### config.mk
export PLATFORM = sky130hd
export DESIGN_NAME = utf8_text_validator_unit
export DESIGN_NICKNAME = d
export VERILOG_FILES = /design/src/design/utfv_pkg.sv /design/src/design/utfv_front.sv /design/src/design/utfv_queue.sv /design/src/design/utfv_back.sv /design/src/design/utf8_text_validator_unit.sv
export SDC_FILE = /design/constraint.sdc
export NUM_CORES = 1
export LEC_CHECK = 0
export BUFFER_PORTS_ARGS = -buffer_cell sky130_fd_sc_hd__buf_4
export CORE_MARGIN = 4
export CORE_UTILIZATION = 25
export CTS_BUF_LIST = sky130_fd_sc_hd__clkbuf_16
export DETAILED_ROUTE_END_ITERATION = 10
export PLACE_DENSITY_LB_ADDON = 0.2
export SETUP_SLACK_MARGIN = 0.02
export SLEW_MARGIN = 20
export SYNTH_ARGS = -nofsm -noshare
export SYNTH_HDL_FRONTEND = slang
export SYNTH_SLANG_ARGS = --single-unit
### constraint.sdc
create_clock -name i_clk -period 10.5 [get_ports i_clk]
set_input_delay 2.1 -clock i_clk [delete_from_list [all_inputs] [get_ports i_clk]]
set_output_delay 2.1 -clock i_clk [all_outputs]
set_load 0.02 [all_outputs]
### src/design/utfv_pkg.sv
package utfv_pkg;

    // Largest text length after reset; the length register is 13 bits wide.
    localparam int MAX_TEXT_BYTES = 4096;
    localparam int LEN_W          = 13;
    localparam logic [LEN_W-1:0] COUNT_CAP   = '1;
    localparam logic [LEN_W-1:0] LIMIT_RESET =
        (MAX_TEXT_BYTES > 8191) ? COUNT_CAP : LEN_W'(MAX_TEXT_BYTES);

    // Depth of the queue between the front and back ends.
    localparam int QUEUE_DEPTH = 4;
    localparam int QPTR_W      = $clog2(QUEUE_DEPTH);
    localparam int QCNT_W      = $clog2(QUEUE_DEPTH + 1);

    // Result reason codes.
    localparam logic [3:0] RSN_OK      = 4'd0;
    localparam logic [3:0] RSN_EMPTY   = 4'd1;
    localparam logic [3:0] RSN_LONG    = 4'd2;
    localparam logic [3:0] RSN_LEAD    = 4'd3;
    localparam logic [3:0] RSN_CONT    = 4'd4;
    localparam logic [3:0] RSN_TRUNC   = 4'd5;
    localparam logic [3:0] RSN_SCALAR  = 4'd6;
    localparam logic [3:0] RSN_CONTROL = 4'd7;
    localparam logic [3:0] RSN_SPACE   = 4'd8;

    // Byte classes as seen by the front end.
    typedef enum logic [2:0] {
        CLS_ASCII,
        CLS_LEAD2,
        CLS_LEAD3,
        CLS_LEAD4,
        CLS_CONT,
        CLS_BAD
    } t_byte_cls;

    // One classified input transaction as it travels through the queue.
    typedef struct packed {
        logic [7:0] data_byte;
        logic       last;
        logic       no_byte;
        t_byte_cls  cls;
    } t_item;

    // True for the Unicode whitespace scalars.
    function automatic logic is_space(input logic [20:0] cp);
        logic sp;
        sp = (cp == 21'h20) || (cp == 21'ha0) || (cp == 21'h1680) ||
             (cp >= 21'h2000 && cp <= 21'h200a) || (cp == 21'h2028) ||
             (cp == 21'h2029) || (cp == 21'h202f) || (cp == 21'h205f) ||
             (cp == 21'h3000);
        return sp;
    endfunction

    // True for overlong forms, surrogates and values beyond the code space.
    function automatic logic is_bad_scalar(input logic [20:0] cp, input logic [1:0] trail);
        logic bad;
        bad = (trail == 2'd2 && cp < 21'h800) || (trail == 2'd3 && cp < 21'h10000) ||
              (cp >= 21'hd800 && cp <= 21'hdfff) || (cp > 21'h10ffff);
        return bad;
    endfunction

    // True for C0 controls, DEL and C1 controls.
    function automatic logic is_control(input logic [20:0] cp);
        logic ctl;
        ctl = (cp <= 21'h1f) || (cp >= 21'h7f && cp <= 21'h9f);
        return ctl;
    endfunction

endpackage

### src/design/utfv_front.sv
module utfv_front (
    input  logic             i_push,
    input  logic [7:0]       i_data_byte,
    input  logic             i_last,
    input  logic             i_no_byte,
    input  logic             i_q_full,
    output logic             o_q_push,
    output utfv_pkg::t_item  o_item
);

    // A transaction enters whenever the queue has room.
    assign o_q_push = i_push && !i_q_full;

    // Classify the byte by its leading bits and lead range.
    always_comb begin
        o_item.data_byte = i_data_byte;
        o_item.last      = i_last;
        o_item.no_byte   = i_no_byte;
        if (i_data_byte <= 8'h7f) begin
            o_item.cls = utfv_pkg::CLS_ASCII;
        end else if (i_data_byte <= 8'hbf) begin
            o_item.cls = utfv_pkg::CLS_CONT;
        end else if (i_data_byte >= 8'hc2 && i_data_byte <= 8'hdf) begin
            o_item.cls = utfv_pkg::CLS_LEAD2;
        end else if (i_data_byte >= 8'he0 && i_data_byte <= 8'hef) begin
            o_item.cls = utfv_pkg::CLS_LEAD3;
        end else if (i_data_byte >= 8'hf0 && i_data_byte <= 8'hf4) begin
            o_item.cls = utfv_pkg::CLS_LEAD4;
        end else begin
            o_item.cls = utfv_pkg::CLS_BAD;
        end
    end

endmodule

### src/design/utfv_queue.sv
module utfv_queue (
    input  logic             i_clk,
    input  logic             i_rst_n,
    input  logic             i_push,
    input  utfv_pkg::t_item  i_item,
    input  logic             i_pop,
    output logic             o_full,
    output logic             o_valid,
    output utfv_pkg::t_item  o_item
);

    utfv_pkg::t_item                 r_mem [utfv_pkg::QUEUE_DEPTH];
    logic [utfv_pkg::QPTR_W-1:0]     r_wr_ptr, n_wr_ptr;
    logic [utfv_pkg::QPTR_W-1:0]     r_rd_ptr, n_rd_ptr;
    logic [utfv_pkg::QCNT_W-1:0]     r_count, n_count;
    logic                            push_en;
    logic                            pop_en;

    localparam logic [utfv_pkg::QPTR_W-1:0] PTR_LAST =
        utfv_pkg::QPTR_W'(utfv_pkg::QUEUE_DEPTH - 1);
    localparam logic [utfv_pkg::QCNT_W-1:0] CNT_FULL =
        utfv_pkg::QCNT_W'(utfv_pkg::QUEUE_DEPTH);

    assign o_full  = (r_count == CNT_FULL);
    assign o_valid = (r_count != '0);
    assign o_item  = r_mem[r_rd_ptr];
    assign push_en = i_push && !o_full;
    assign pop_en  = i_pop && o_valid;

    // Pointer and occupancy update.
    always_comb begin
        n_wr_ptr = r_wr_ptr;
        n_rd_ptr = r_rd_ptr;
        n_count  = r_count;
        if (push_en) begin
            n_wr_ptr = (r_wr_ptr == PTR_LAST) ? '0 : r_wr_ptr + 1'b1;
        end
        if (pop_en) begin
            n_rd_ptr = (r_rd_ptr == PTR_LAST) ? '0 : r_rd_ptr + 1'b1;
        end
        if (push_en && !pop_en) begin
            n_count = r_count + 1'b1;
        end else if (pop_en && !push_en) begin
            n_count = r_count - 1'b1;
        end
    end

    always_ff @(posedge i_clk) begin
        if (!i_rst_n) begin
            r_wr_ptr <= '0;
            r_rd_ptr <= '0;
            r_count  <= '0;
        end else begin
            r_wr_ptr <= n_wr_ptr;
            r_rd_ptr <= n_rd_ptr;
            r_count  <= n_count;
        end
    end

    // Entry storage needs no reset.
    always_ff @(posedge i_clk) begin
        if (push_en) begin
            r_mem[r_wr_ptr] <= i_item;
        end
    end

endmodule

### src/design/utfv_back.sv
module utfv_back (
    input  logic                        i_clk,
    input  logic                        i_rst_n,
    input  logic                        i_cfg_we,
    input  logic [utfv_pkg::LEN_W-1:0]  i_cfg_wdata,
    input  logic                        i_q_valid,
    input  utfv_pkg::t_item             i_item,
    output logic                        o_q_pop,
    input  logic                        i_pop,
    output logic                        o_res_valid,
    output logic [3:0]                  o_reason
);

    logic [utfv_pkg::LEN_W-1:0] r_max_bytes;
    logic [1:0]                 r_left, n_left;
    logic [1:0]                 r_seq, n_seq;
    logic [20:0]                r_acc, n_acc;
    logic [utfv_pkg::LEN_W-1:0] r_count, n_count;
    logic [3:0]                 r_err, n_err;
    logic                       r_vis, n_vis;
    logic                       r_out_valid, n_out_valid;
    logic [3:0]                 r_reason, n_reason;

    logic                       take;
    logic                       fin;
    logic [20:0]                fin_cp;
    logic [1:0]                 fin_trail;
    logic [20:0]                acc_shift;

    // A closing transaction waits until the result register is free or being read.
    assign take        = i_q_valid && (!i_item.last || !r_out_valid || i_pop);
    assign o_q_pop     = take;
    assign o_res_valid = r_out_valid;
    assign o_reason    = r_reason;
    assign acc_shift   = {r_acc[14:0], i_item.data_byte[5:0]};

    // Sequence decoding, scalar checks and result formation.
    always_comb begin
        n_left      = r_left;
        n_seq       = r_seq;
        n_acc       = r_acc;
        n_count     = r_count;
        n_err       = r_err;
        n_vis       = r_vis;
        n_out_valid = r_out_valid;
        n_reason    = r_reason;
        fin         = 1'b0;
        fin_cp      = '0;
        fin_trail   = '0;

        if (i_pop && r_out_valid) begin
            n_out_valid = 1'b0;
        end

        if (take && !i_item.no_byte) begin
            if (r_count != utfv_pkg::COUNT_CAP) begin
                n_count = r_count + 1'b1;
            end
            if (r_err == utfv_pkg::RSN_OK) begin
                if (r_left == 2'd0) begin
                    case (i_item.cls)
                        utfv_pkg::CLS_ASCII: begin
                            fin    = 1'b1;
                            fin_cp = {13'd0, i_item.data_byte};
                        end
                        utfv_pkg::CLS_LEAD2: begin
                            n_acc  = {16'd0, i_item.data_byte[4:0]};
                            n_left = 2'd1;
                            n_seq  = 2'd1;
                        end
                        utfv_pkg::CLS_LEAD3: begin
                            n_acc  = {17'd0, i_item.data_byte[3:0]};
                            n_left = 2'd2;
                            n_seq  = 2'd2;
                        end
                        utfv_pkg::CLS_LEAD4: begin
                            n_acc  = {18'd0, i_item.data_byte[2:0]};
                            n_left = 2'd3;
                            n_seq  = 2'd3;
                        end
                        default: begin
                            n_err = utfv_pkg::RSN_LEAD;
                        end
                    endcase
                end else if (i_item.cls != utfv_pkg::CLS_CONT) begin
                    n_err  = utfv_pkg::RSN_CONT;
                    n_left = 2'd0;
                end else begin
                    n_acc  = acc_shift;
                    n_left = r_left - 1'b1;
                    if (r_left == 2'd1) begin
                        fin       = 1'b1;
                        fin_cp    = acc_shift;
                        fin_trail = r_seq;
                    end
                end
            end
        end

        // A completed scalar is checked here.
        if (fin) begin
            if (utfv_pkg::is_bad_scalar(fin_cp, fin_trail)) begin
                n_err = utfv_pkg::RSN_SCALAR;
            end else if (utfv_pkg::is_control(fin_cp)) begin
                n_err = utfv_pkg::RSN_CONTROL;
            end else if (!utfv_pkg::is_space(fin_cp)) begin
                n_vis = 1'b1;
            end
        end

        // The closing transaction produces the verdict and clears the text state.
        if (take && i_item.last) begin
            n_out_valid = 1'b1;
            if (n_count > r_max_bytes) begin
                n_reason = utfv_pkg::RSN_LONG;
            end else if (n_count == '0) begin
                n_reason = utfv_pkg::RSN_EMPTY;
            end else if (n_err != utfv_pkg::RSN_OK) begin
                n_reason = n_err;
            end else if (n_left != 2'd0) begin
                n_reason = utfv_pkg::RSN_TRUNC;
            end else if (!n_vis) begin
                n_reason = utfv_pkg::RSN_SPACE;
            end else begin
                n_reason = utfv_pkg::RSN_OK;
            end
            n_left  = '0;
            n_seq   = '0;
            n_acc   = '0;
            n_count = '0;
            n_err   = utfv_pkg::RSN_OK;
            n_vis   = 1'b0;
        end
    end

    always_ff @(posedge i_clk) begin
        if (!i_rst_n) begin
            r_max_bytes <= utfv_pkg::LIMIT_RESET;
            r_left      <= '0;
            r_seq       <= '0;
            r_acc       <= '0;
            r_count     <= '0;
            r_err       <= utfv_pkg::RSN_OK;
            r_vis       <= 1'b0;
            r_out_valid <= 1'b0;
            r_reason    <= utfv_pkg::RSN_OK;
        end else begin
            if (i_cfg_we) begin
                r_max_bytes <= i_cfg_wdata;
            end
            r_left      <= n_left;
            r_seq       <= n_seq;
            r_acc       <= n_acc;
            r_count     <= n_count;
            r_err       <= n_err;
            r_vis       <= n_vis;
            r_out_valid <= n_out_valid;
            r_reason    <= n_reason;
        end
    end

endmodule

### src/design/utf8_text_validator_unit.sv
// Strict UTF-8 text checker.
// Input channel: a text arrives as one transaction per byte on i_data_byte,
// with i_last on its final transaction. A transaction with i_no_byte set
// carries no byte; with i_last it closes the text, which makes a
// zero-length text when nothing came before. A transaction is taken at a
// clock edge where push is high and full is low.
// Result channel: one transaction per text, o_valid_res and o_reason, shown
// while empty is low and taken at an edge where pop is high.
// With the queue empty, the last input transaction of a text is written into
// a queue entry first; its result shows once the decoder has consumed it.
// Throughput: one byte per cycle unless a closing transaction waits on a result.
// A four-entry queue separates input from decoding, and a one-entry result
// register separates decoding from the result side, so input keeps flowing
// while a result waits. When the result receiver stalls, the decoder keeps
// consuming bytes and halts only at the next closing transaction; the queue
// then fills and full rises.
// i_cfg_we writes the maximum text length from i_cfg_wdata; write it only
// while no text is in flight. Reset empties the queue, drops any pending
// result, clears the text state and sets the length limit to 4096.
module utf8_text_validator_unit (
    input  logic                        i_clk,
    input  logic                        i_rst_n,
    input  logic                        i_cfg_we,
    input  logic [utfv_pkg::LEN_W-1:0]  i_cfg_wdata,
    input  logic                        push,
    output logic                        full,
    input  logic [7:0]                  i_data_byte,
    input  logic                        i_last,
    input  logic                        i_no_byte,
    output logic                        empty,
    input  logic                        pop,
    output logic                        o_valid_res,
    output logic [3:0]                  o_reason
);

    utfv_pkg::t_item wr_item;
    utfv_pkg::t_item head_item;
    logic            q_push;
    logic            q_full;
    logic            q_valid;
    logic            q_pop;
    logic            res_valid;

    utfv_front u_front (
        .i_push      (push),
        .i_data_byte (i_data_byte),
        .i_last      (i_last),
        .i_no_byte   (i_no_byte),
        .i_q_full    (q_full),
        .o_q_push    (q_push),
        .o_item      (wr_item)
    );

    utfv_queue u_queue (
        .i_clk   (i_clk),
        .i_rst_n (i_rst_n),
        .i_push  (q_push),
        .i_item  (wr_item),
        .i_pop   (q_pop),
        .o_full  (q_full),
        .o_valid (q_valid),
        .o_item  (head_item)
    );

    utfv_back u_back (
        .i_clk       (i_clk),
        .i_rst_n     (i_rst_n),
        .i_cfg_we    (i_cfg_we),
        .i_cfg_wdata (i_cfg_wdata),
        .i_q_valid   (q_valid),
        .i_item      (head_item),
        .o_q_pop     (q_pop),
        .i_pop       (pop),
        .o_res_valid (res_valid),
        .o_reason    (o_reason)
    );

    assign full        = q_full;
    assign empty       = !res_valid;
    assign o_valid_res = (o_reason == utfv_pkg::RSN_OK);

`ifndef ASSERT_OFF
    // The decoder never consumes from an empty queue.
    a_no_pop_empty: assert property (@(posedge i_clk) disable iff (!i_rst_n)
        q_pop |-> q_valid)
        else $error("decoder consumed from an empty queue");

    // A closing transaction is consumed only when the result register can take it.
    a_no_overwrite: assert property (@(posedge i_clk) disable iff (!i_rst_n)
        (q_pop && head_item.last && !empty) |-> pop)
        else $error("pending result overwritten");

    // A consumed closing transaction always yields a result on the next cycle.
    a_result_follows: assert property (@(posedge i_clk) disable iff (!i_rst_n)
        (q_pop && head_item.last) |=> !empty)
        else $error("closing transaction produced no result");

    // Reset leaves no result pending.
    a_reset_empty: assert property (@(posedge i_clk)
        !i_rst_n |=> empty)
        else $error("result pending after reset");
`endif

endmodule

==> impl_metrics.env <==
export IMPL_postCtsHoldBufs=0
export IMPL_via_count=4488
export IMPL_maxSlewHeadroom_pct=28.7
export IMPL_ios=35
export IMPL_clk_path_buf_depth=2
export IMPL_core_area_mm2=0.0236
export IMPL_io_buffers=34
export IMPL_fin_crit_ns=4.90
export IMPL_area_delta_synth_final_pct=19.9
export IMPL_antenna_found_initial=0
export IMPL_grt_ovfl_total=0
export IMPL_finalSetupViolations=0
export IMPL_fin_nets=660
export IMPL_layout_drive_gt1_share_pct=16.6
export IMPL_finalHoldViolations=0
export IMPL_fin_hold_ws_ns=0.465
export IMPL_start_util_pct=25.5
export IMPL_ys_ff_latch=116
export IMPL_finalCritPeriodShare_pct=46.7
export IMPL_wire_per_inst_um=15.6
export IMPL_drtIter0Drc=265
export IMPL_cts_sinks=116
export IMPL_cap_viol_max_count=0
export IMPL_track_usage_pct=11.5
export IMPL_cts_repair_resized=0
export IMPL_cts_buffers=17
export IMPL_maxSlewViolCount=0
export IMPL_worstPathArrival_ns=5.20
export IMPL_drt_total_wl_um=14700
export IMPL_synth_net_count=628
export IMPL_antenna_left=0
export IMPL_cpMostUsedCell="a21o_1"
export IMPL_synth_async_reset_ratio_pct=0
export IMPL_path_buf_inv=1
export IMPL_critPathKind="in2reg"
export IMPL_crit_chain="buf_4 > and3b_1 > a22o_4 > nor4_4 > nand4_1 > xnor2_1 > ha_1 > a21o_1 > a21o_1 > a21oi_1 > a211o_1 > a31oi_1 > nor2_1 > and2_4 > a22oi_2 > nand2_1"
export IMPL_htree_levels=4
export IMPL_avgSynthCellArea_um2=10.5
export IMPL_worstPathMaxFanout=10
export IMPL_yosysWarnings=0
export IMPL_die_w_um=163
export IMPL_cellPowerDensity_mw_per_mm2=253
export IMPL_dp_cells=909
export IMPL_grt_pass1_vias=4611
export IMPL_rsz0062_at_grt="no"
export IMPL_synth_flop_cell="dfxtp_1"
export IMPL_cp_slowest_cell="nor4_4"
export IMPL_tightest_slew_ns=1.06
export IMPL_slowest_delay_ns=0.59
export IMPL_dpl_hpwl_um=10600
export IMPL_die_y_um=163
export IMPL_cts_setup_buffers=0
export IMPL_gp_congestion=0.869
export IMPL_fmax_mhz=204
export IMPL_viasPerCell=4.77
export IMPL_grt_pass1_wl_um=24400
export IMPL_synth_area_mm2=0.00603
export IMPL_worstSkewPairLatency_ns=0.41
export IMPL_cp_end_kind="register"
export IMPL_finalSetupTns_ns=0
export IMPL_synthCells=577
export IMPL_grt_max_degree=25
export IMPL_clockRootBuffer="clkbuf_16"
export IMPL_outcome="completed"
export IMPL_stdcell_count=941
export IMPL_rows=56
export IMPL_firstDrtPassIters=5
export IMPL_clk_pin_slew_ns=0.06
export IMPL_peakVddDrop_v=0.000130
export IMPL_power_leakage_nw=2.65
export IMPL_hp_class="reg2reg"
export IMPL_synth_edf_count=52
export IMPL_cp_top_family="simple AND/OR/NAND/NOR gates"
export IMPL_ys_types=70
export IMPL_tritoncts="done"
export IMPL_remaining_drc_errors=0
export IMPL_setup_worst_path_start_class="primary input"
export IMPL_die_area_mm2=0.0267
export IMPL_finish_utilization_pct=30.6
export IMPL_finalClockSkew_ns=0.00738
export IMPL_n_antenna_cell=0
export IMPL_final_cell_area_mm2=0.00723
export IMPL_cp_required_ns=10.80
export IMPL_post_dp_cell_area_mm2=0.00660
export IMPL_synth_yosys_seq_area_share_pct=47.1
worst reg2reg max path: stages (launching register included):
cell and delay [ns]:
dfxtp_1 0.90, mux2_4 0.39, a22o_4 0.28, nor4_4 0.60
nand4_1 0.19, xnor2_1 0.18, ha_1 0.30, a21o_1 0.11
a21o_1 0.10, a21oi_1 0.08, a211o_1 0.29, a31oi_1 0.24
nor2_1 0.11, and2_4 0.18, a22oi_2 0.11, nand2_1 0.06
registers in the layout (all words and copies together), names as in the netlist, 3 cells and up, named ones only:
name                cells
u_back.o_reason         4
u_back.r_acc           15
u_back.r_count         13
u_back.r_err            4
u_back.r_max_bytes     13
u_queue.r_count         3
u_queue.r_mem          52
through the flow:
| stage | total power [W] | setup slack, ns |
|---|---|---|
| global placement | 0.00122 | 5.18 |
| detailed placement | 0.00123 | 5.17 |
| CTS | 0.00185 | 5.60 |
| floorplan | 0.00104 | 5.69 |
| finish | 0.00183 | 5.60 |
| global route | 0.00195 | 5.35 |
Yosys cell counts, types with 3 or more instances:
master    number  area, um^2
nor4_1         9        56.3
and4_1         4        35.0
xor2_1         5        43.8
o211ai_1       3        22.5
o21ai_0       18        90.1
dfxtp_1       64        1280
inv_1         27         101
xnor2_1        9        78.8
nor2_1        34         128
nand2_1       43         161
mux2i_1       24         240
and3b_1        3        26.3
a31oi_1        6        37.5
or4_1          5        37.5
a21boi_0       3        22.5
a21oi_1       23         115
mux4_2        11         248
ha_1          22         275
a22o_1         3        26.3
nor3_1        12        60.1
or2_2          3        18.8
a22oi_1        3        22.5
nand4_1       18         113
or3_1          5        31.3
o22ai_1        3        18.8
a211oi_1       3        22.5
nor3b_1        6        45.0
nor2b_1       23         144
mux2_2         6        67.6
o31a_1         3        26.3
edfxtp_1      52        1560
a31o_2         3        26.3
nand3_1       25         125
and2_1        23         144
o21a_1         4        30.0
nand2b_1       7        43.8
clkbuf_1      19        71.3
final timing paths:
| path | to | startpoint | cells after the start | slack (ns) |
|---|---|---|---|---|
| hold reg to reg | u_back.r_seq[1] | u_back.r_seq[1] | 2 | 0.46 |
| setup / recovery | u_back.o_reason[2] | pop | 16 | 5.60 |
| setup reg to reg | u_back.o_reason[2] | register | 15 | 6.28 |
| hold / removal | u_back.r_seq[1] | u_back.r_seq[1] | 2 | 0.46 |
metal layers:
| metal | vias to the layer above | GRT usage, % | wire length [um] |
|---|---|---|---|
| met5 | - | 0 | 0 |
| met4 | 0 | 4.23 | 238 |
| met3 | 15 | 2.42 | 507 |
| met2 | 92 | 18.6 | 6830 |
| met1 | 2161 | 15.3 | 7130 |
| li1 | 2220 | - | - |
where the power goes:
part / switching [W] / total, W / leakage, nW / internal, W
clock: 0.000217 / 0.000616 / 0.310 / 0.000399
sequential: 0.0000438 / 0.000570 / 0.999 / 0.000527
combinational: 0.000400 / 0.000646 / 1.34 / 0.000246
area by class of cell:
type,count,area [um^2]
multi-input cells,410,2980
clock buffers,17,425
clock inverters,15,204
well taps,319,399
fillers,2475,16400
inverters,27,101
repair buffers,37,278
flip-flops and latches,116,2840
logic make-up after synthesis:
kind of cell | after synthesis | share of synthesized area [%]
buf+inv | 51 | 3.51
fa+ha+maj | 23 | 4.90
simple gates | 232 | 21.4
xor+xnor | 14 | 2.03
compound gates | 98 | 11.3
mux | 43 | 9.71
flops | 116 | 47.1
placed cells by master (no fill, tap or decap), types with 24 or more instances in the layout:
cell type / synthesis / layout
buf_4: 1 / 37
dfxtp_1: 64 / 64
nor2_1: 34 / 34
edfxtp_1: 52 / 52
nand2_1: 43 / 43
inv_1: 27 / 27
mux2i_1: 24 / 24
nand3_1: 25 / 25
(Power assumes the default switching activity.)
